===== config.mk =====
export PLATFORM = sky130hd
export DESIGN_NAME = tcp_send_sequence_tracker_top
export DESIGN_NICKNAME = d
export VERILOG_FILES = /design/src/design/tss_pkg.sv /design/src/design/tss_queue.sv /design/src/design/tss_front.sv /design/src/design/tss_back.sv /design/src/design/tcp_send_sequence_tracker_top.sv
export SDC_FILE = /design/constraint.sdc
export NUM_CORES = 2
export LEC_CHECK = 0
export ABC_AREA = 0
export BUFFER_PORTS_ARGS = -buffer_cell sky130_fd_sc_hd__buf_2
export CAP_MARGIN = 15
export CORE_MARGIN = 3
export CORE_UTILIZATION = 30
export DETAILED_ROUTE_END_ITERATION = 8
export PLACE_DENSITY = 0.47
export SYNTH_ARGS = -nofsm -noshare
export SYNTH_HDL_FRONTEND = slang
export SYNTH_HIERARCHICAL = 1
export SYNTH_SLANG_ARGS = --single-unit

===== constraint.sdc =====
create_clock -name clock -period 11.75 [get_ports clock]
set_clock_uncertainty 0.2 [all_clocks]
set_input_delay 2.35 -clock clock [delete_from_list [all_inputs] [get_ports clock]]
set_output_delay 2.35 -clock clock [all_outputs]
set_load 0.01 [all_outputs]

===== src/design/tss_pkg.sv =====
// ----------------------------------------------------------------------------
// tss_pkg: shared types and constants of the tcp send sequence tracker
// Command codes, register indexes and the word formats of the request, the
// decoded command word and the result.
// ----------------------------------------------------------------------------
package tss_pkg;

   localparam int CMD_W = 3;
   localparam logic [CMD_W-1:0] CMD_WRITE      = 3'd0;
   localparam logic [CMD_W-1:0] CMD_TRANSMIT   = 3'd1;
   localparam logic [CMD_W-1:0] CMD_SEND_SYN   = 3'd2;
   localparam logic [CMD_W-1:0] CMD_SEND_FIN   = 3'd3;
   localparam logic [CMD_W-1:0] CMD_PEER_ACK   = 3'd4;
   localparam logic [CMD_W-1:0] CMD_SEND_ACK   = 3'd5;
   localparam logic [CMD_W-1:0] CMD_SEND_RESET = 3'd6;

   localparam int CSR_INDEX_W = 2;
   localparam int CSR_DATA_W  = 16;
   localparam logic [CSR_INDEX_W-1:0] CSR_MAX_SEGMENT_SIZE = 2'd0;
   localparam logic [CSR_INDEX_W-1:0] CSR_LOCAL_PORT       = 2'd1;
   localparam logic [CSR_INDEX_W-1:0] CSR_REMOTE_PORT      = 2'd2;

   localparam int MSS_W   = 11;
   localparam int COUNT_W = 13;
   localparam logic [MSS_W-1:0] MSS_RESET         = 11'd536;
   localparam logic [15:0]      ADVERTISED_WINDOW = 16'd1024;

   // depth of the queues between the front, the back and the result port
   localparam int QUEUE_DEPTH = 2;

   typedef struct packed {
      logic [2:0]  command;
      logic [12:0] write_length;
      logic [31:0] peer_ack_number;
      logic        peer_ack_set;
      logic [31:0] peer_seq_number;
      logic [15:0] peer_seq_length;
      logic [15:0] peer_source_port;
      logic [15:0] peer_dest_port;
      logic [31:0] receive_next;
      logic        peer_isn_known;
   } tss_req_type;

   // decoded command word; the reset header is prebuilt by the front
   typedef struct packed {
      logic [2:0]  command;
      logic [12:0] write_length;
      logic [31:0] peer_ack_number;
      logic [31:0] receive_next;
      logic        peer_isn_known;
      logic [15:0] rst_source_port;
      logic [15:0] rst_dest_port;
      logic [31:0] rst_seq_number;
      logic [31:0] rst_ack_number;
      logic        rst_ack_flag;
   } tss_op_type;

   typedef struct packed {
      logic        segment_valid;
      logic [15:0] source_port;
      logic [15:0] dest_port;
      logic [31:0] seq_number;
      logic [31:0] ack_number;
      logic        syn_flag;
      logic        ack_flag;
      logic        fin_flag;
      logic        rst_flag;
      logic [15:0] window_size;
      logic [12:0] payload_offset;
      logic [12:0] byte_count;
   } tss_rsp_type;

endpackage


===== src/design/tss_queue.sv =====
// ----------------------------------------------------------------------------
// tss_queue: short first-in first-out queue
// Holds words between the front and the back, and results for the port.
// ----------------------------------------------------------------------------
module tss_queue #(
   parameter int WIDTH = 8
) (
   input  logic             clock,
   input  logic             reset,
   input  logic             push,
   input  logic [WIDTH-1:0] push_data,
   output logic             full,
   input  logic             pop,
   output logic [WIDTH-1:0] pop_data,
   output logic             empty
);

   localparam int DEPTH   = tss_pkg::QUEUE_DEPTH;
   localparam int PTR_W   = (DEPTH > 1) ? $clog2(DEPTH) : 1;
   localparam int COUNT_W = $clog2(DEPTH + 1);
   localparam logic [PTR_W-1:0]   LAST_PTR  = PTR_W'(DEPTH - 1);
   localparam logic [COUNT_W-1:0] DEPTH_CNT = COUNT_W'(DEPTH);

   logic [WIDTH-1:0]   mem [DEPTH];
   logic [PTR_W-1:0]   wr_ptr_ff, wr_ptr_in;
   logic [PTR_W-1:0]   rd_ptr_ff, rd_ptr_in;
   logic [COUNT_W-1:0] count_ff, count_in;
   logic               do_push, do_pop;

   assign full     = (count_ff == DEPTH_CNT);
   assign empty    = (count_ff == '0);
   assign do_push  = push && !full;
   assign do_pop   = pop && !empty;
   assign pop_data = mem[rd_ptr_ff];

   always_comb begin
      wr_ptr_in = wr_ptr_ff;
      rd_ptr_in = rd_ptr_ff;
      count_in  = count_ff;
      if (do_push) begin
         wr_ptr_in = (wr_ptr_ff == LAST_PTR) ? '0 : wr_ptr_ff + 1'b1;
      end
      if (do_pop) begin
         rd_ptr_in = (rd_ptr_ff == LAST_PTR) ? '0 : rd_ptr_ff + 1'b1;
      end
      if (do_push && !do_pop) begin
         count_in = count_ff + 1'b1;
      end else if (do_pop && !do_push) begin
         count_in = count_ff - 1'b1;
      end
   end

   always_ff @(posedge clock) begin
      if (reset) begin
         wr_ptr_ff <= '0;
         rd_ptr_ff <= '0;
         count_ff  <= '0;
      end else begin
         wr_ptr_ff <= wr_ptr_in;
         rd_ptr_ff <= rd_ptr_in;
         count_ff  <= count_in;
      end
   end

   always_ff @(posedge clock) begin
      if (do_push) begin
         mem[wr_ptr_ff] <= push_data;
      end
   end

`ifndef ASSERT_OFF
   a_count_bound: assert property (@(posedge clock) disable iff (reset)
      count_ff <= DEPTH_CNT)
      else $error("queue occupancy above its depth");
`endif

endmodule


===== src/design/tss_front.sv =====
// ----------------------------------------------------------------------------
// tss_front: request intake and classification
// Takes request words into the command queue, keeps only what the back
// needs and prebuilds the header of a reset answer, which needs no state.
// ----------------------------------------------------------------------------
module tss_front (
   input  logic                 req_push,
   input  tss_pkg::tss_req_type req_data,
   output logic                 req_full,
   output logic                 op_push,
   output tss_pkg::tss_op_type  op_word,
   input  logic                 op_full
);

   assign req_full = op_full;
   assign op_push  = req_push;

   always_comb begin
      op_word                 = '0;
      op_word.command         = req_data.command;
      op_word.write_length    = req_data.write_length;
      op_word.peer_ack_number = req_data.peer_ack_number;
      op_word.receive_next    = req_data.receive_next;
      op_word.peer_isn_known  = req_data.peer_isn_known;
      // reset answer: ports swapped, seq or ack taken from the peer segment
      op_word.rst_source_port = req_data.peer_dest_port;
      op_word.rst_dest_port   = req_data.peer_source_port;
      if (req_data.peer_ack_set) begin
         op_word.rst_seq_number = req_data.peer_ack_number;
         op_word.rst_ack_number = '0;
         op_word.rst_ack_flag   = 1'b0;
      end else begin
         op_word.rst_seq_number = '0;
         op_word.rst_ack_number = req_data.peer_seq_number
                                  + 32'(req_data.peer_seq_length);
         op_word.rst_ack_flag   = 1'b1;
      end
   end

endmodule


===== src/design/tss_back.sv =====
// ----------------------------------------------------------------------------
// tss_back: sequence state and command execution
// Holds the send sequence state and the registers, runs one command word a
// cycle while the result queue is not full and builds its result word.
// ----------------------------------------------------------------------------
module tss_back #(
   parameter int SEND_BUFFER_BYTES = 4096
) (
   input  logic                                clock,
   input  logic                                reset,
   input  logic                                csr_we,
   input  logic [tss_pkg::CSR_INDEX_W-1:0]     csr_index,
   input  logic [tss_pkg::CSR_DATA_W-1:0]      csr_wdata,
   input  logic                                op_empty,
   input  tss_pkg::tss_op_type                 op_word,
   output logic                                op_pop,
   input  logic                                res_full,
   output logic                                res_push,
   output tss_pkg::tss_rsp_type                res_word
);

   localparam int FW = $clog2(SEND_BUFFER_BYTES + 1);
   localparam int CW = (FW > tss_pkg::COUNT_W) ? FW : tss_pkg::COUNT_W;
   localparam logic [FW-1:0] BUF_BYTES = FW'(SEND_BUFFER_BYTES);

   logic [31:0]               una_ff, una_in;
   logic [31:0]               nxt_ff, nxt_in;
   logic [FW-1:0]             fill_ff, fill_in;
   logic                      syn_ff, syn_in;
   logic                      fin_ff, fin_in;
   logic [tss_pkg::MSS_W-1:0] mss_ff, mss_in;
   logic [15:0]               lport_ff, lport_in;
   logic [15:0]               rport_ff, rport_in;

   // write
   logic [CW-1:0] space_c, take_c;
   // transmit
   logic          syn_eff, fin_eff;
   logic [31:0]   offset;
   logic          no_data;
   logic [CW-1:0] rest_c, len_c;
   logic [tss_pkg::MSS_W-1:0] len;
   logic [31:0]   tx_advance;
   // peer ack
   logic [31:0]   una_syn, acked, unacked, newly;
   logic          use_unacked, ack_pos, ack_excess;

   assign op_pop   = !op_empty && !res_full;
   assign res_push = op_pop;

   assign space_c = CW'(BUF_BYTES - fill_ff);
   assign take_c  = (CW'(op_word.write_length) < space_c) ? CW'(op_word.write_length)
                                                           : space_c;

   assign syn_eff    = syn_ff | (op_word.command == tss_pkg::CMD_SEND_SYN);
   assign fin_eff    = fin_ff | (op_word.command == tss_pkg::CMD_SEND_FIN);
   assign offset     = nxt_ff - una_ff;
   assign no_data    = offset > 32'(fill_ff);
   assign rest_c     = CW'(fill_ff - offset[FW-1:0]);
   assign len_c      = (rest_c > CW'(mss_ff)) ? CW'(mss_ff) : rest_c;
   assign len        = len_c[tss_pkg::MSS_W-1:0];
   assign tx_advance = 32'(syn_eff) + 32'(fin_eff) + 32'(len);

   // a pending syn counts as acked before the ack amount is worked out
   assign una_syn     = una_ff + 32'(syn_ff);
   assign acked       = op_word.peer_ack_number - una_syn;
   assign unacked     = nxt_ff - una_syn;
   assign use_unacked = $signed(acked) > $signed(unacked);
   assign newly       = use_unacked ? unacked : acked;
   assign ack_pos     = !newly[31] && (newly != '0);
   assign ack_excess  = newly > 32'(fill_ff);

   always_comb begin
      una_in   = una_ff;
      nxt_in   = nxt_ff;
      fill_in  = fill_ff;
      syn_in   = syn_ff;
      fin_in   = fin_ff;
      res_word = '0;
      if (op_pop) begin
         unique case (op_word.command) inside
            tss_pkg::CMD_WRITE: begin
               fill_in             = fill_ff + take_c[FW-1:0];
               res_word.byte_count = take_c[tss_pkg::COUNT_W-1:0];
            end
            tss_pkg::CMD_TRANSMIT, tss_pkg::CMD_SEND_SYN, tss_pkg::CMD_SEND_FIN: begin
               syn_in = syn_eff;
               fin_in = fin_eff;
               if (!no_data) begin
                  res_word.segment_valid  = 1'b1;
                  res_word.source_port    = lport_ff;
                  res_word.dest_port      = rport_ff;
                  res_word.seq_number     = nxt_ff;
                  res_word.ack_number     = op_word.receive_next;
                  res_word.syn_flag       = syn_eff;
                  res_word.ack_flag       = op_word.peer_isn_known;
                  res_word.fin_flag       = fin_eff;
                  res_word.window_size    = tss_pkg::ADVERTISED_WINDOW;
                  res_word.payload_offset = offset[tss_pkg::COUNT_W-1:0];
                  res_word.byte_count     = tss_pkg::COUNT_W'(len);
                  nxt_in                  = nxt_ff + tx_advance;
               end
            end
            tss_pkg::CMD_PEER_ACK: begin
               syn_in = 1'b0;
               una_in = una_syn;
               if (ack_pos) begin
                  // una + newly lands on either send_next or the peer ack
                  una_in = use_unacked ? nxt_ff : op_word.peer_ack_number;
                  if (ack_excess) begin
                     fill_in = '0;
                     fin_in  = 1'b0;
                  end else begin
                     fill_in = fill_ff - newly[FW-1:0];
                  end
               end
            end
            tss_pkg::CMD_SEND_ACK: begin
               res_word.segment_valid = 1'b1;
               res_word.source_port   = lport_ff;
               res_word.dest_port     = rport_ff;
               res_word.seq_number    = nxt_ff;
               res_word.ack_number    = op_word.receive_next;
               res_word.ack_flag      = 1'b1;
               res_word.window_size   = tss_pkg::ADVERTISED_WINDOW;
            end
            tss_pkg::CMD_SEND_RESET: begin
               res_word.segment_valid = 1'b1;
               res_word.source_port   = op_word.rst_source_port;
               res_word.dest_port     = op_word.rst_dest_port;
               res_word.seq_number    = op_word.rst_seq_number;
               res_word.ack_number    = op_word.rst_ack_number;
               res_word.ack_flag      = op_word.rst_ack_flag;
               res_word.rst_flag      = 1'b1;
            end
            default: begin
               res_word = '0;
            end
         endcase
      end
   end

   always_comb begin
      mss_in   = mss_ff;
      lport_in = lport_ff;
      rport_in = rport_ff;
      if (csr_we) begin
         unique case (csr_index)
            tss_pkg::CSR_MAX_SEGMENT_SIZE: mss_in   = csr_wdata[tss_pkg::MSS_W-1:0];
            tss_pkg::CSR_LOCAL_PORT:       lport_in = csr_wdata;
            tss_pkg::CSR_REMOTE_PORT:      rport_in = csr_wdata;
            default: begin
               mss_in = mss_ff;
            end
         endcase
      end
   end

   always_ff @(posedge clock) begin
      if (reset) begin
         una_ff   <= '0;
         nxt_ff   <= '0;
         fill_ff  <= '0;
         syn_ff   <= 1'b0;
         fin_ff   <= 1'b0;
         mss_ff   <= tss_pkg::MSS_RESET;
         lport_ff <= '0;
         rport_ff <= '0;
      end else begin
         una_ff   <= una_in;
         nxt_ff   <= nxt_in;
         fill_ff  <= fill_in;
         syn_ff   <= syn_in;
         fin_ff   <= fin_in;
         mss_ff   <= mss_in;
         lport_ff <= lport_in;
         rport_ff <= rport_in;
      end
   end

`ifndef ASSERT_OFF
   a_fill_bound: assert property (@(posedge clock) disable iff (reset)
      fill_ff <= BUF_BYTES)
      else $error("send buffer fill above its size");

   a_nxt_only_on_tx: assert property (@(posedge clock) disable iff (reset)
      !(op_pop && (op_word.command == tss_pkg::CMD_TRANSMIT
                   || op_word.command == tss_pkg::CMD_SEND_SYN
                   || op_word.command == tss_pkg::CMD_SEND_FIN))
      |=> nxt_ff == $past(nxt_ff))
      else $error("send_next moved without a transmit");

   a_una_only_on_ack: assert property (@(posedge clock) disable iff (reset)
      !(op_pop && op_word.command == tss_pkg::CMD_PEER_ACK)
      |=> una_ff == $past(una_ff))
      else $error("oldest unacked moved without a peer ack");

   a_fin_clear_on_ack: assert property (@(posedge clock) disable iff (reset)
      fin_ff && !(op_pop && op_word.command == tss_pkg::CMD_PEER_ACK) |=> fin_ff)
      else $error("fin mark dropped without a peer ack");
`endif

endmodule


===== src/design/tcp_send_sequence_tracker_top.sv =====
// ----------------------------------------------------------------------------
// tcp_send_sequence_tracker_top: send sequence space of one tcp connection
//
//   channel   ports                              word
//   request   req_push, req_full, req_data       tss_req_type, one command
//   result    rsp_pop, rsp_empty, rsp_data       tss_rsp_type, one per command
//   config    csr_we, csr_index, csr_wdata       mss, local port, remote port
//
// One command a cycle while the result queue is not full; a result reaches
// rsp_data through the command queue, which registers the command, and the
// result queue, which registers what the back builds from it.
// The back executes a command in the cycle it leaves the command queue.
// Reset clears the sequence state and loads the register defaults.
// A full result queue stalls the back; the command queue then fills and
// raises req_full.
// ----------------------------------------------------------------------------
module tcp_send_sequence_tracker_top #(
   parameter int SEND_BUFFER_BYTES = 4096
) (
   input  logic                            clock,
   input  logic                            reset,
   input  logic                            req_push,
   input  tss_pkg::tss_req_type            req_data,
   output logic                            req_full,
   input  logic                            rsp_pop,
   output tss_pkg::tss_rsp_type            rsp_data,
   output logic                            rsp_empty,
   input  logic                            csr_we,
   input  logic [tss_pkg::CSR_INDEX_W-1:0] csr_index,
   input  logic [tss_pkg::CSR_DATA_W-1:0]  csr_wdata
);

   localparam int OP_W  = $bits(tss_pkg::tss_op_type);
   localparam int RSP_W = $bits(tss_pkg::tss_rsp_type);

   logic                 op_push, op_full, op_pop, op_empty;
   tss_pkg::tss_op_type  op_in_word, op_out_word;
   logic                 res_push, res_full;
   tss_pkg::tss_rsp_type res_word;

   tss_front u_front (
      .req_push (req_push),
      .req_data (req_data),
      .req_full (req_full),
      .op_push  (op_push),
      .op_word  (op_in_word),
      .op_full  (op_full)
   );

   tss_queue #(.WIDTH(OP_W)) u_op_queue (
      .clock     (clock),
      .reset     (reset),
      .push      (op_push),
      .push_data (op_in_word),
      .full      (op_full),
      .pop       (op_pop),
      .pop_data  (op_out_word),
      .empty     (op_empty)
   );

   tss_back #(.SEND_BUFFER_BYTES(SEND_BUFFER_BYTES)) u_back (
      .clock     (clock),
      .reset     (reset),
      .csr_we    (csr_we),
      .csr_index (csr_index),
      .csr_wdata (csr_wdata),
      .op_empty  (op_empty),
      .op_word   (op_out_word),
      .op_pop    (op_pop),
      .res_full  (res_full),
      .res_push  (res_push),
      .res_word  (res_word)
   );

   tss_queue #(.WIDTH(RSP_W)) u_rsp_queue (
      .clock     (clock),
      .reset     (reset),
      .push      (res_push),
      .push_data (res_word),
      .full      (res_full),
      .pop       (rsp_pop),
      .pop_data  (rsp_data),
      .empty     (rsp_empty)
   );

endmodule

Yosys cells after proc, flatten, opt, wreduce, memory -nomap -nowiden
Memories as Yosys holds them, arrays and structs flattened. A register that Yosys moved wholly into a read port is not among the register bits.
Cells that the tools add are included.
{"block": "totals", "inputBits": 185, "ram_bits": 642, "output_inout_bits": 145, "memories": 2, "word_cells": 133, "ff_bits": 130}
{"block": "op_classes", "eq_ne": 12, "muxes": 40, "reduce_logical": 37, "n_lt_le_gt_ge": 5, "n_addsub": 20, "bitwise": 3}
{"name": "u_op_queue.mem", "depth": 2, "word_bits": 178, "rd": 1, "rd_clocked_by_memory_dff": 1, "write_ports": 1, "line_no": "tss_queue.sv:24", "rtl": "logic [WIDTH-1:0] mem [DEPTH];"}
{"name": "u_rsp_queue.mem", "depth": 2, "word_bits": 143, "rd": 1, "rd_clocked_by_memory_dff": 1, "write_ports": 1, "line_no": "tss_queue.sv:24"}
{"cell": "$pmux W97 S3", "n": 1}
{"cell": "$mux W143", "n": 1}
{"cell": "$mux W100", "n": 1}
{"cell": "$mux W32", "n": 3}
{"cell": "$sub A32 B32 Y32", "n": 3}
{"cell": "$mux W65", "n": 1}
{"cell": "$gt A32 B13 Y1", "n": 2}
{"cell": "$mux W13", "n": 4}
{"cell": "$pmux W13 S2", "n": 2}
{"cell": "$mux W37", "n": 1}
{"cell": "$add A32 B1 Y32", "n": 1}
{"cell": "$add A32 B11 Y32", "n": 1}
{"cell": "$add A32 B16 Y32", "n": 1}
{"cell": "$add A32 B32 Y32", "n": 1}
{"cell": "$gt A32 B32 Y1", "n": 1}
{"cell": "$reduce_bool A32 Y1", "n": 1}
{"cell": "$sub A13 B13 Y13", "n": 2}
{"cell": "$pmux W11 S2", "n": 1}
{"cell": "$mux W1", "n": 17}
{"cell": "$add A13 B13 Y13", "n": 1}
{"cell": "$gt A13 B11 Y1", "n": 1}
{"cell": "$lt A13 B13 Y1", "n": 1}
{"cell": "$sub A13 B13 Y13 const A", "n": 1}
{"cell": "$mux W11", "n": 1}
{"cell": "24 further kinds", "n": 67}

Depth between registers and ports, before layout
{"block": "logic_depth", "ltp_word": 8, "depth_mapped": 49, "ltp_nobuf": 43}

Modules after synthesis
Netlist, hierarchy kept.
{"module": "tss_back", "cells_per_inst": 2537, "area_per_inst_um2": 18968.2, "instances": 1, "seq_area_each_um2": 2442.3}
{"module": "tss_queue (u_op_queue)", "cells_per_inst": 579, "area_per_inst_um2": 13482.9, "instances": 1, "seq_area_each_um2": 10790.3}
{"module": "tss_queue (u_rsp_queue)", "cells_per_inst": 470, "area_per_inst_um2": 10815.4, "instances": 1, "seq_area_each_um2": 8688.3}
{"module": "tss_front", "cells_per_inst": 382, "area_per_inst_um2": 2605.0, "instances": 1, "seq_area_each_um2": 0.0}

Least setup slack after synthesis
OpenSTA, ideal clock, no wires.
{"block": "synth_path", "path_kind": "flip-flop to flip-flop", "startpoint": "register u_back.syn_ff", "endpoint": "register u_back.fill_ff[10]", "path_buffers": 7, "t_required_ps": 11480, "path_stages_with_launch": 48, "setup_ps": 70, "synth_period_minus_slack_ps": 9142, "setup_slack_ps": 2608, "arrival_ps": 8872, "cell_sequence": "dfxtp_1 ha_1 ha_1 and3_1 buf_4 nand3_1 nor3_1 nand4_1 xnor2_1 ha_1 a21o_1 a21o_1 a21o_1 or3_1 o211ai_2 and2_1 nand2b_1 xnor2_1 [... 12 more ...] mux2i_1 ha_1 nor2b_1 o21ai_0 a21oi_1 o21ai_0 a21oi_1 o21ai_0 a21oi_1 o21a_1 o21ai_0 nand2b_1 a221oi_1 and3_1 buf_2 buf_4 a32oi_1 a21oi_1"}
{"block": "synth_via", "elab_chain_len": 8, "word_cells_on_any_way": 15, "cone_classes": "4 x add/sub; 2 x order compare; 1 x eq/ne; 4 x mux; 4 x reduce/logical"}
{"item": "start: declaration", "line_no": "tss_back.sv:29", "rtl": "logic syn_ff, syn_in;"}
{"item": "start signal: assignment", "line_no": "tss_back.sv:173", "rtl": "syn_ff <= syn_in;"}
{"item": "$add A32 B1 Y32 *", "line_no": "tss_back.sv:65", "rtl": "assign una_syn = una_ff + 32'(syn_ff);"}
{"item": "$sub A32 B32 Y32 (on tied branches)", "line_no": "tss_back.sv:66, tss_back.sv:67"}
{"item": "$gt A32 B32 Y1", "line_no": "tss_back.sv:68", "rtl": "assign use_unacked = $signed(acked) > $signed(unacked);"}
{"item": "$mux W32 *", "line_no": "tss_back.sv:69", "rtl": "assign newly = use_unacked ? unacked : acked;"}
{"item": "$gt A32 B13 Y1 (tied with other cells)", "line_no": "tss_back.sv:71", "rtl": "assign ack_excess = newly > 32'(fill_ff);"}
{"item": "$mux W13 / $logic_and A1 B1 Y1 (equally long branches)", "line_no": "tss_back.sv:110, tss_back.sv:70"}
{"item": "$mux W13 / $ne A2 B1 Y1 (equally long branches)"}
{"item": "$pmux W13 S2 / $reduce_and A3 Y1 (equally long branches)"}
{"item": "end signal: assignment", "line_no": "tss_back.sv:172", "rtl": "fill_ff <= fill_in;"}
{"item": "end: declaration", "line_no": "tss_back.sv:28", "rtl": "logic [FW-1:0] fill_ff, fill_in;"}
Every way passes the cells marked *; elsewhere a longest branch is shown, timed or not. The select of a mux whose other input is x is not followed.
A chain may end at the register's enable or synchronous reset.

Worst setup path in the final report
{"block": "layout_path", "startpoint": "register u_back.syn_ff", "endpoint": "register u_back.fin_ff"}
{"block": "layout_via", "elab_chain_len": 8, "word_cells_on_any_way": 12, "cone_classes": "3 x add/sub; 2 x order compare; 2 x eq/ne; 1 x mux; 4 x reduce/logical"}
{"item": "$add A32 B1 Y32 *", "line_no": "tss_back.sv:65"}
{"item": "$sub A32 B32 Y32 (on tied branches)", "line_no": "tss_back.sv:66, tss_back.sv:67"}
{"item": "$gt A32 B32 Y1", "line_no": "tss_back.sv:68"}
{"item": "$mux W32 *", "line_no": "tss_back.sv:69"}
{"item": "parallel branches: the longest is 3 deep, another holds $gt A32 B13 Y1"}
{"item": "$reduce_and A4 Y1 (no line) *"}
{"item": "end signal: assignment", "line_no": "tss_back.sv:174", "rtl": "fin_ff <= fin_in;"}
{"item": "end: declaration", "line_no": "tss_back.sv:30", "rtl": "logic fin_ff, fin_in;"}
Mark *: on every way between the ends.

==> impl_metrics.yaml <==
floorplanning:
  coreArea_um2: 151000
  io_pins: 330
  row_count: 142
  start_util: 0.304
  dieArea_um2: 158000
  die_h_um: 397
  die_x_um: 397
finish:
  layout.nets: 4540
  area_delta_synth_final_pct: 12.7
  nFillCells: 15100
  drive_above_1_share: 0.230
  final_common_cell: "edfxtp_1"
  final_cell_mix: "642 x edfxtp_1, 328 x buf_2, 243 x nand2_1"
critical_path:
  r2r-end: "u_back/fin_ff"
  cpPeakStageDelay_ps: 710
  worstRegToRegCells: 41
  cp-start-kind: "register"
  arrival_ps: 10910
  required_ps: 12110
  critical_path.top_delay_family: "simple AND/OR/NAND/NOR gates"
  ff2ff_setup_slack_ps: 1200
  cp-end-kind: "register"
  crit_top_cell: "ha_1"
  cp_num_buf_inv: 2
  crit_fanout: 55
  path_class: "reg -> reg"
  slowest_stage: "buf_4"
  cp.depth: 41
  rr_startpoint: "u_back/syn_ff"
min_path:
  worstHoldPathCells: 2
  min_path_type: "reg -> reg"
  hp-start: "u_back/lport_ff[6]"
  hold_end: "u_back/lport_ff[6]"
placed_design:
  dpl.hpwl_mm: 104
  dp_slack_ps: 1300
  globalplace.congestion: 0.899
  io_buffers: 329
synth:
  seq_area_frac_synth: 0.478
  avgSynthCellArea_um2: 11.6
  yosysWarnings: 6
  synth_area_um2: 45900
  syn_inst: 3968
  ys_ff_latch: 774
  synth_cell_types: 117
  synth_enable_flop_cells: 642
  synth_flop_cell: "edfxtp_1"
  async_reset_ff_frac: 0
clock_tree:
  cts_tree: "done"
  htreeDepth: 3
  clock_path_buffers: 3
  ctsResizeCount: 0
  ctsHoldBuffers: 0
  clk_latency_ps: 720
  postCtsSetupBuffers: 0
  cts_sinks: 774
  cts_buffers: 94
  root_buffer: "clkbuf_16"
  clk_pin_slew_worst_paths_ps: 60
drt:
  ant_nets: 0
  drtIter0Drc: 2107
  viasPerCell: 5.14
  wl_per_cell_um: 23.3
  drt_first_pass_iters: 8
  wirelength_mm: 145
  vias: 32000
  drc: 0
status:
  run_status: "complete, no violations"
sta:
  rsz0062_at_grt: "no"
  relSlewSlack: 0.171
  fin_crit_sh: 0.897
  setup_viol: 0
  worst_slack_ps: 1200
  hold_viol: 0
  worst_pin_slew_ps: 1240
  timing.fmax_mhz: 94.8
  period_needed_ps: 10550
  setup_tns_ps: 0
  slew_viol_final: 0
global_route:
  antenna_found_initial: 20
  grt_start_max_net_pins: 104
  grt_pass1_wl_mm: 213
  track_usage: 0.179
  grt-ovfl-total: 0
  grt_pass1_vias: 31400
flow_run:
  max-cap-violations: 0
[state kept, by name, summed over array words and instances (netlist names), named ones only]
register / cells
u_back/fill_ff: 13
u_back/lport_ff: 16
u_rsp_queue/wr_ptr_ff: 1
u_rsp_queue/mem: 286
u_back/nxt_ff: 32
u_back/syn_ff: 1
u_back/fin_ff: 1
u_rsp_queue/rd_ptr_ff: 1
u_op_queue/mem: 356
u_op_queue/rd_ptr_ff: 1
u_back/rport_ff: 16
u_op_queue/wr_ptr_ff: 1
u_rsp_queue/count_ff: 2
u_back/una_ff: 32
u_back/mss_ff: 11
u_op_queue/count_ff: 2
[per-stage QoR]
stage,cells,cell area (µm²),util,hold slack [ps]
after global routing,6217,51700,0.343,274
after CTS,6215,51700,0.342,256
after detailed placement,6042,48500,0.322,248
final,6223,51700,0.343,255
after global placement,6042,48500,0.322,242
after floorplan,3982,45900,-,236
[cells in the mapped netlist (10+ instances only)]
master	number	area, µm²
a22oi_1	22	165
buf_4	139	1040
nand2b_1	18	113
or4_1	12	90.1
ha_1	224	2800
nand4_1	59	369
mux2i_1	46	460
o21a_1	32	240
a211oi_1	20	150
a21boi_0	11	82.6
a221oi_1	10	87.6
a21oi_1	234	1170
dfxtp_1	132	2640
clkbuf_1	105	394
a22o_1	112	981
inv_1	184	691
mux2_2	192	2160
and4_1	11	96.3
nor2b_1	40	250
a21o_1	66	495
xor2_1	54	473
nand2_1	243	912
o31ai_1	30	225
mux2_4	171	2570
o21bai_1	27	203
nand3_1	84	420
maj3_1	11	110
and3_1	52	325
o21ai_0	122	611
xnor2_1	106	928
o211ai_1	16	120
or3_1	28	175
buf_2	44	220
or2_2	10	62.6
xnor3_1	18	405
nor4_1	21	131
nor2_1	207	777
a32oi_1	11	96.3
edfxtp_1	642	19300
buf_6	28	315
and2_1	62	388
nor3_1	82	410
a31oi_1	28	175
nor3b_1	10	75.1
[area by class of cell]
cell class	instances	area, µm²	area share
Sequential cell	774	21900	0.424
Tap cell	2016	2520	0.0488
Timing Repair Buffer	369	1970	0.0382
Inverter	186	713	0.0138
Antenna cell	8	20.0	0.000387
Multi-Input combinational cell	2697	21400	0.414
Clock inverter	50	574	0.0111
Clock buffer	123	2570	0.0498
[logic make-up (layout without fill, tap and decap cells)]
kind of cell             count (synthesis)  after routing  share of synthesized area
multiplexers                           409            409                      0.113
buffers and inverters                  511            728                     0.0590
other                                    1             23                  0.0000818
flip-flops                             774            774                      0.478
adder cells (fa/ha/maj)                248            248                     0.0684
AND/OR/NAND/NOR                        980            980                      0.109
AO/OA/AOI/OAI                          865            865                      0.132
XOR/XNOR                               180            180                     0.0403
[worst register-to-register path, delay by kind of cell (launching register included)]
| kind | cells | cell delay (ps) |
|---|---|---|
| AOI/OAI and AO/OA | 17 | 2840 |
| xor gates and xnor gates | 3 | 700 |
| adders and majority gates | 5 | 1650 |
| buffers and inverters | 2 | 910 |
| DFF | 1 | 380 |
| muxes | 1 | 500 |
| and+or+nand+nor | 13 | 3270 |
[routing by layer]
layer	wire length, µm	track usage
met2	67500	0.294
met5	92	0
met1	66100	0.242
met3	7830	0.0351
met4	3370	0.0429
[how the worst max path moves through the flow]
| stage | from | to |
|---|---|---|
| finish | u_back/syn_ff | u_back/fin_ff |
| global route | u_back/syn_ff | u_back/fin_ff |
| CTS | u_back/syn_ff | u_back/fin_ff |
| detailed placement | u_back/syn_ff | u_back/fin_ff |
| global placement | u_back/una_ff[4] | u_back/fin_ff |
| floorplan | u_back/syn_ff | u_back/fill_ff[10] |
Power is left out: the tool's default activity adds up to more than one toggle a clock period on the data nets, which glitch-free logic cannot reach.
